<file path="src/rtl/edge_partition_from_vertex_parts_defines.svh">
// ----------------------------------------------------------------------------
// edge_partition_from_vertex_parts_defines.svh
// Assertion macros for the edge partition block
// ----------------------------------------------------------------------------
`ifndef EDGE_PARTITION_FROM_VERTEX_PARTS_DEFINES_SVH
`define EDGE_PARTITION_FROM_VERTEX_PARTS_DEFINES_SVH

`ifndef ASSERT_OFF

// same-cycle implication, sampled on clk, off during reset
`define EPVP_ASSERT_NOW(label, ante, cons, msg) \
  label: assert property (@(posedge clk) disable iff (rst) (ante) |-> (cons)) \
    else $error(msg);

// next-cycle implication, sampled on clk, off during reset
`define EPVP_ASSERT_NEXT(label, ante, cons, msg) \
  label: assert property (@(posedge clk) disable iff (rst) (ante) |=> (cons)) \
    else $error(msg);

`else

`define EPVP_ASSERT_NOW(label, ante, cons, msg)

`define EPVP_ASSERT_NEXT(label, ante, cons, msg)

`endif

`endif

</file>
<file path="src/rtl/epvp_pkg.sv">
// ----------------------------------------------------------------------------
// epvp_pkg
// Shared sizes, beat types, command and state codes for the edge partitioner
// ----------------------------------------------------------------------------
package epvp_pkg;

  // sizing of the graph
  localparam int MAX_VERTICES = 64;
  localparam int NUM_PARTS    = 4;

  localparam int VERT_W    = $clog2(MAX_VERTICES);
  localparam int PART_W    = $clog2(NUM_PARTS);
  localparam int ROW_AW    = PART_W + VERT_W;
  localparam int ROW_DEPTH = 1 << ROW_AW;
  localparam int CNT_W     = $clog2(MAX_VERTICES + 1);
  localparam int REPL_W    = $clog2(NUM_PARTS * MAX_VERTICES + 1);

  // popcount split into chunks
  localparam int CHUNK_W     = 8;
  localparam int NUM_CHUNKS  = (MAX_VERTICES + CHUNK_W - 1) / CHUNK_W;
  localparam int PAD_W       = NUM_CHUNKS * CHUNK_W;
  localparam int CHUNK_CNT_W = $clog2(CHUNK_W + 1);

  // command queue between front and back
  localparam int QUEUE_DEPTH = 2;
  localparam int QPTR_W      = $clog2(QUEUE_DEPTH);
  localparam int QCNT_W      = $clog2(QUEUE_DEPTH + 1);

  // port field widths
  localparam int F_VERT_W = 6;
  localparam int F_PART_W = 2;
  localparam int F_REPL_W = 9;

  // request codes
  localparam logic REQ_LOAD = 1'b0;
  localparam logic REQ_EDGE = 1'b1;

  typedef struct packed {
    logic                req_type;
    logic [F_VERT_W-1:0] first_vertex;
    logic [F_VERT_W-1:0] second_vertex;
    logic [F_PART_W-1:0] vertex_part;
  } item_t;

  typedef struct packed {
    logic                edge_valid;
    logic [F_PART_W-1:0] edge_part;
    logic [F_REPL_W-1:0] replica_count;
  } result_t;

  typedef enum logic [1:0] {
    CMD_LOAD,
    CMD_EDGE,
    CMD_SKIP
  } cmd_kind_t;

  typedef struct packed {
    cmd_kind_t         kind;
    logic [VERT_W-1:0] u;
    logic [VERT_W-1:0] v;
    logic [PART_W-1:0] part;
  } cmd_t;

  typedef enum logic [3:0] {
    ST_IDLE,
    ST_PV,
    ST_RU,
    ST_RV,
    ST_CNT1,
    ST_CNT2,
    ST_SEL,
    ST_WA,
    ST_RB,
    ST_WB,
    ST_DONE
  } back_state_t;

  typedef struct packed {
    logic [REPL_W-1:0] replica;
    logic              row_write;
  } back_status_t;

  // ones in one chunk of a row
  function automatic logic [CHUNK_CNT_W-1:0] chunk_count(input logic [CHUNK_W-1:0] x);
    logic [CHUNK_CNT_W-1:0] n;
    n = '0;
    for (int i = 0; i < CHUNK_W; i++) begin
      n = n + CHUNK_CNT_W'(x[i]);
    end
    return n;
  endfunction

  // one-hot row mask for a neighbor vertex
  function automatic logic [MAX_VERTICES-1:0] row_bit(input logic [VERT_W-1:0] vtx);
    logic [MAX_VERTICES-1:0] m;
    m      = '0;
    m[vtx] = 1'b1;
    return m;
  endfunction

endpackage

</file>
<file path="src/rtl/epvp_front.sv">
// ----------------------------------------------------------------------------
// epvp_front
// Accepts input beats, range-checks and decodes them into commands, and
// holds them in a short queue for the back end
// ----------------------------------------------------------------------------
module epvp_front (
  input  logic                 clk,
  input  logic                 rst,
  input  logic                 item_valid,
  output logic                 item_ready,
  input  epvp_pkg::item_t      item,
  output logic                 cmd_valid,
  input  logic                 cmd_ready,
  output epvp_pkg::cmd_t       cmd
);

  epvp_pkg::cmd_t              new_cmd;
  logic                        u_ok;
  logic                        v_ok;
  epvp_pkg::cmd_t              q_mem [epvp_pkg::QUEUE_DEPTH];
  logic [epvp_pkg::QPTR_W-1:0] wr_ptr;
  logic [epvp_pkg::QPTR_W-1:0] rd_ptr;
  logic [epvp_pkg::QCNT_W-1:0] count;
  logic                        push;
  logic                        pop;

  // decode and range check
  always_comb begin
    u_ok = 32'(item.first_vertex) < 32'(epvp_pkg::MAX_VERTICES);
    v_ok = 32'(item.second_vertex) < 32'(epvp_pkg::MAX_VERTICES);
    new_cmd.u = epvp_pkg::VERT_W'(item.first_vertex);
    new_cmd.v = epvp_pkg::VERT_W'(item.second_vertex);
    // part beyond the last one saturates
    if (32'(item.vertex_part) >= 32'(epvp_pkg::NUM_PARTS)) begin
      new_cmd.part = epvp_pkg::PART_W'(epvp_pkg::NUM_PARTS - 1);
    end else begin
      new_cmd.part = epvp_pkg::PART_W'(item.vertex_part);
    end
    case (item.req_type)
      epvp_pkg::REQ_LOAD: begin
        new_cmd.kind = u_ok ? epvp_pkg::CMD_LOAD : epvp_pkg::CMD_SKIP;
      end
      epvp_pkg::REQ_EDGE: begin
        new_cmd.kind = (u_ok && v_ok) ? epvp_pkg::CMD_EDGE : epvp_pkg::CMD_SKIP;
      end
      default: begin
        new_cmd.kind = epvp_pkg::CMD_SKIP;
      end
    endcase
  end

  // queue handshakes
  assign item_ready = count != epvp_pkg::QCNT_W'(epvp_pkg::QUEUE_DEPTH);
  assign cmd_valid  = count != '0;
  assign cmd        = q_mem[rd_ptr];
  assign push       = item_valid && item_ready;
  assign pop        = cmd_valid && cmd_ready;

  // queue storage
  always_ff @(posedge clk) begin
    if (push) begin
      q_mem[wr_ptr] <= new_cmd;
    end
  end

  // queue pointers and fill count
  always_ff @(posedge clk) begin
    if (rst) begin
      wr_ptr <= '0;
      rd_ptr <= '0;
      count  <= '0;
    end else begin
      if (push) begin
        wr_ptr <= (wr_ptr == epvp_pkg::QPTR_W'(epvp_pkg::QUEUE_DEPTH - 1)) ? '0 : wr_ptr + 1'b1;
      end
      if (pop) begin
        rd_ptr <= (rd_ptr == epvp_pkg::QPTR_W'(epvp_pkg::QUEUE_DEPTH - 1)) ? '0 : rd_ptr + 1'b1;
      end
      if (push && !pop) begin
        count <= count + 1'b1;
      end else if (pop && !push) begin
        count <= count - 1'b1;
      end
    end
  end

endmodule

</file>
<file path="config.mk">
export PLATFORM = sky130hd
export DESIGN_NAME = epvp_front
export DESIGN_NICKNAME = d
export VERILOG_FILES = /design/src/rtl/edge_partition_from_vertex_parts_defines.svh /design/src/rtl/epvp_pkg.sv /design/src/rtl/epvp_front.sv
export SDC_FILE = /design/constraint.sdc
export NUM_CORES = 1
export LEC_CHECK = 0
export BUFFER_PORTS_ARGS = -buffer_cell sky130_fd_sc_hd__buf_2
export CAP_MARGIN = 5
export CORE_ASPECT_RATIO = 0.9
export CORE_MARGIN = 2
export CORE_UTILIZATION = 45
export CTS_CLUSTER_SIZE = 25
export DETAILED_ROUTE_END_ITERATION = 10
export GPL_TIMING_DRIVEN = 0
export PLACE_DENSITY = 0.7
export SLEW_MARGIN = 10
export SYNTH_ARGS = -nofsm -noshare
export SYNTH_HDL_FRONTEND = slang
export SYNTH_SLANG_ARGS = --single-unit
</file>
<file path="constraint.sdc">
create_clock -name clk -period 1.7 [get_ports clk]
set_input_delay 0.255 -clock clk [delete_from_list [all_inputs] [get_ports clk]]
set_output_delay 0.255 -clock clk [all_outputs]
set_load 0.005 [all_outputs]
</file>
Word level (Yosys, flattened, before mapping)
Memory sizes are Yosys's and may differ from the RTL's. A register that Yosys moved wholly into a read port is not among the register bits. Index checks and enable logic that the tools add are counted.

Bits of input ports: 19. Memories kept: 1. Output and inout bits: 18. RAM bits: 32. Register bits: 4. Word-level logic and storage cells: 27.

Memories: q_mem (words 2, bits a word 16, read ports 1, clocked after memory_dff 1, write ports 1, RTL line epvp_front.sv:20) `epvp_pkg::cmd_t q_mem [epvp_pkg::QUEUE_DEPTH];`.

Bitwise logic cells: 1. Eq/ne operators: 1. Reduce and logical (&&, ||, !) cells: 8. Multiplexer cells: 9. Add/subtract/negate cells: 4.

Operators by type and width (count): $mux W1 (6); $logic_and A1 B1 Y1 (4); $mux W2 (2); $pmux W2 S2 (1); $reduce_bool A2 Y1 (2); $add A1 B1 Y1 const B (2); $add A2 B1 Y2 const B (1); $logic_not A1 Y1 (2); $ne A2 B2 Y1 const B (1); $sub A2 B1 Y2 const B (1); $not A1 Y1 (1).

Longest topological paths before layout
Depth after elaboration: 6. Mapped depth: 6. Mapped depth without buffers: 6.

Worst setup path after synthesis
Ideal clock, no wire load.

Kind: register -> register. From: register count[0] (netlist name). To: register count[1] (netlist name). Path buffers: 0. Period minus slack after synthesis: 1.540 ns. Cell stages (with the launch flop): 6. Data required time: 1.630 ns. Setup slack: 0.160 ns. Setup time: 0.070 ns. Data arrival time: 1.470 ns. Cell sequence: dfxtp_1 -> nand2b_1 -> and2_1 -> ha_1 -> or3_1 -> a21oi_1.

Word-level cells in the longest chain between the ends: 5. Elaborated cells on any way between the ends: 13. Classes of those cells: add/sub: 2; eq/ne: 1; mux: 2; reduce/logical: 8.

RTL lines: start: declaration (RTL line epvp_front.sv:23) `logic [epvp_pkg::QCNT_W-1:0] count;`; start signal: assignment (RTL line epvp_front.sv:80) `count <= count + 1'b1;`; start signal: assignment (RTL line epvp_front.sv:82) `count <= count - 1'b1;`; $ne A2 B2 Y1 * (RTL line epvp_front.sv:53) `assign item_ready = count != epvp_pkg::QCNT_W'(epvp_pkg::QUEUE_DEPTH);`; via item_ready (RTL line epvp_front.sv:10) `output logic item_ready,`; $logic_and A1 B1 Y1 * (RTL line epvp_front.sv:56) `assign push = item_valid && item_ready;`; via push (RTL line epvp_front.sv:24) `logic push;`; $logic_not A1 Y1 (RTL line epvp_front.sv:81) `end else if (pop && !push) begin`; $logic_and A1 B1 Y1 (RTL line epvp_front.sv:81); $reduce_bool A2 Y1 (no line).

Mark *: on every way through the listed nets, which the timed path passes. The rest lies on a longest branch. The select of a mux whose other input is x is not followed. A chain may end at the register's enable or synchronous reset.

Worst setup path in the final report
From: register count[0] (netlist name). To: register count[1] (netlist name).

Word-level cells in the longest chain between the ends: 5. Elaborated cells on any way between the ends: 13. Classes of those cells: add/sub: 2; eq/ne: 1; mux: 2; reduce/logical: 8.

RTL lines (RTL line): $ne A2 B2 Y1 * (epvp_front.sv:53); $logic_and A1 B1 Y1 * (epvp_front.sv:56); via push (epvp_front.sv:24); $logic_not A1 Y1 (epvp_front.sv:81); $logic_and A1 B1 Y1 (epvp_front.sv:81); $reduce_bool A2 Y1 (no line).

Marks and branches as above.

==> summary.md <==
| Metric | Value |
|---|---|
| Status | `finished, final reports clean` |
| Synth Flop Type | `edfxtp_1` |
| Layout area overhead | `22.0%` |
| Net Sw Power | `0.000599 W` |
| Final Max Slew Viols | `0` |
| Clk pwr share | `19.2%` |
| Initial antenna violation count | `0` |
| # diodes | `0` |
| Clock Pin Slew Worst Setup and Hold Paths | `100 ps` |
| Maximum clock frequency | `622 MHz` |
| DRT Wirelength | `2.03 mm` |
| Worst EP arrival | `1880 ps` |
| Grt ovf | `0` |
| EDFF count, synth | `30` |
| XOR/XNOR Fraction of Synth Area | `2.00%` |
| Filler cell count | `240` |
| Flop pwr share | `52.7%` |
| CTS sink cnt | `35` |
| Compound-Gate Fraction of Synth Area | `2.28%` |
| Largest net degree at the start of global routing | `16` |
| Final net count | `134` |
| Share of cells above drive strength 1 | `56.5%` |
| Internal power | `0.00156 W` |
| Die ar. | `3370 um^2` |
| Vias/cell | `4.65` |
| Vias in the first global route | `689` |
| Storage cell area | `1000 um^2` |
| Synth Register Bits | `35` |
| Final setup margin | `91.4 ps` |
| Startpoint of the worst register-to-register path | `count[0]` |
| DRC viols | `0` |
| Post-detail-place hpwl | `1.39 mm` |
| H-tree depth | `2` |
| Final ANT Viol Nets | `0` |
| Largest family of logic cells by synthesized area | `multiplexers` |
| First-pass GRT wire length | `3.09 mm` |
| Hold_ws | `106 ps` |
| CP max FO | `5` |
| CP endpoint kind | `flop` |
| Final setup fails | `0` |
| GRT Util Overall | `13.4%` |
| Synth Area in Adders | `0.951%` |
| Die X | `61.0 um` |
| Final hold violation count | `0` |
| Worst IR drop on VDD | `0.000855 V` |
| Worst Setup SP | `count[0]` |
| Row cnt | `18` |
| Crit Reg-Reg Endpoint | `count[1]` |
| Fin crit share | `94.6%` |
| Total power per unit cell area | `1350 nW/um^2` |
| Starting Density | `47.5%` |
| CTS tree | `yes` |
| CTS root buf | `clkbuf_4` |
| DR iter-0 viols | `20` |
| Core footprint | `2770 um^2` |
| CTS buffer count | `5` |
| Relative slew slack | `59.4%` |
| Crit path launch type | `flop` |
| R2R setup slack | `90 ps` |
| Dpl cell area | `1540 um^2` |
| Worst R2R Path Depth | `5` |
| Worst clock skew | `3.93 ps` |
| Cell variety after synth | `19` |
| Worst-skew pair later-pin latency | `330 ps` |
| Drt wl/cell | `13.1 um` |
| Sw frac | `27.7%` |
| Yosys warnings | `0` |
| Synth Net Count | `93` |
| Worst Hold Class | `input pin to flop` |
| Synth Area in Simple Gates | `3.80%` |
| Ys async rst share | `0%` |
| Crit path time final | `1610 ps` |
| DRT Pass-1 Iters | `2` |
| Multi-input gate area | `304 um^2` |
| Via count | `720` |
| Syn Inst Count | `73` |
| Clock Tree Buf Depth | `2` |
| Logic pwr share | `28.1%` |
| Max cap viols | `0` |
| Avg Cell Area, Syn | `18.0 um^2` |
| Synthesized area | `1320 um^2` |
| Worst Max-Slew Pin Slew | `608 ps` |
| Sequential-to-total area share from yosys stat | `76.0%` |
| Crit path kind | `flop to flop` |
| Dpl ws | `30.9 ps` |
| I/O pin cnt | `37` |
| Post-synthesis mux area share | `12.8%` |
| Post-CTS setup buffers | `0` |
| DIE HEIGHT | `55.3 um` |
| End of the critical path | `count[1]` |
| PortBufs | `35` |
| Static Leakage | `0.627 nW` |
| Worst EP required | `1970 ps` |
| Final Wtd Congestion | `0.621` |
| Non-Filler Cell Area, Final | `1610 um^2` |
## metrics by stage
stage          TNS [ps]  power [W]  instances  util [%]
2_1_floorplan         0    0.00152         73         -
3_3_place_gp          0    0.00172        148      55.6
3_5_place_dp          0    0.00175        148      55.6
4_1_cts               0    0.00220        156      58.0
5_1_grt           -14.3    0.00231        155      57.9
6_report              0    0.00216        155      57.9
## worst min-delay path by stage
stage	from	slack, ps	to	cells after the start
final	item[10]	110	q_mem[1][10]	1
after global routing	item[10]	70	q_mem[1][10]	1
after CTS	item[1]	90	q_mem[0][1]	1
after detailed placement	item[1]	450	q_mem[0][1]	1
after global placement	item[7]	440	q_mem[0][7]	1
after floorplan	rst	320	count[1]	1
## logic make-up after synthesis
kind of cell | count (synthesis)
other | 1
buffers and inverters | 4
XOR/XNOR | 3
flip-flops | 35
adder cells (fa/ha/maj) | 1
multiplexers | 15
AND/OR/NAND/NOR | 9
AO/OA/AOI/OAI | 5
## layout by cell type (no fill, tap or decap)
master     n
conb_1     1
inv_1      1
a21bo_2    1
buf_4      1
mux2_2    15
nand3b_1   1
buf_2     35
a21oi_2    1
a21oi_1    1
ha_1       1
nand2b_4   1
clkinv_2   3
xor2_1     3
or3_1      1
clkbuf_4   5
o21ai_0    2
and3_2     1
nor2_1     3
or2_2      1
edfxtp_1  30
and2_1     1
buf_6      1
dfxtp_1    5
## metal layers
layer / share of wire (%) / GRT usage (%)
met4: 1.4 / 5.59
met5: 0 / 0
met1: 38 / 14.3
met2: 51 / 20.7
met3: 8.6 / 8.43
## final cells by class
type / instances / share of cell area (%)
Buffer: 2 / 1.17
Clock buffer: 5 / 2.34
Clock inverter: 3 / 0.935
Inverter: 1 / 0.234
Multi-Input combinational cell: 34 / 18.9
Sequential cell: 35 / 62.4
Tap cell: 40 / 3.12
Timing Repair Buffer: 35 / 10.9
## synthesized netlist by cell type (2+ instances only)
master / n / area (um^2)
mux2_2: 15 / 169
a21oi_1: 2 / 10.0
edfxtp_1: 30 / 901
o21ai_0: 2 / 10.0
xor2_1: 3 / 26.3
nor2_1: 3 / 11.3
buf_4: 2 / 15.0
dfxtp_1: 5 / 100
## registers in the layout, indices dropped and copies added, names as in the netlist, named ones only
register	count
wr_ptr	1
rd_ptr	1
count	2
q_mem	30
## power groups by stage
stage               Sequential (W)  Combinational [W]  Clock, W
floorplan                  0.00113           0.000387         0
global placement           0.00114           0.000582         0
detailed placement         0.00115           0.000601         0
CTS                        0.00114           0.000630  0.000439
global route               0.00115           0.000678  0.000477
finish                     0.00114           0.000607  0.000414
## repair_timing
item / in CTS / in global routing
hold buffers: 0 / 0
setup endpoints to repair: 10 / 26
gates resized for setup: 4 / 3
pin swaps: 0 / 0
## worst max-delay path: stages (launching register included)
cell and delay (ps):
dfxtp_1 370, nand2b_4 170, and2_1 160, ha_1 320, or3_1 380, a21oi_2 140
(Power assumes the default switching activity.)
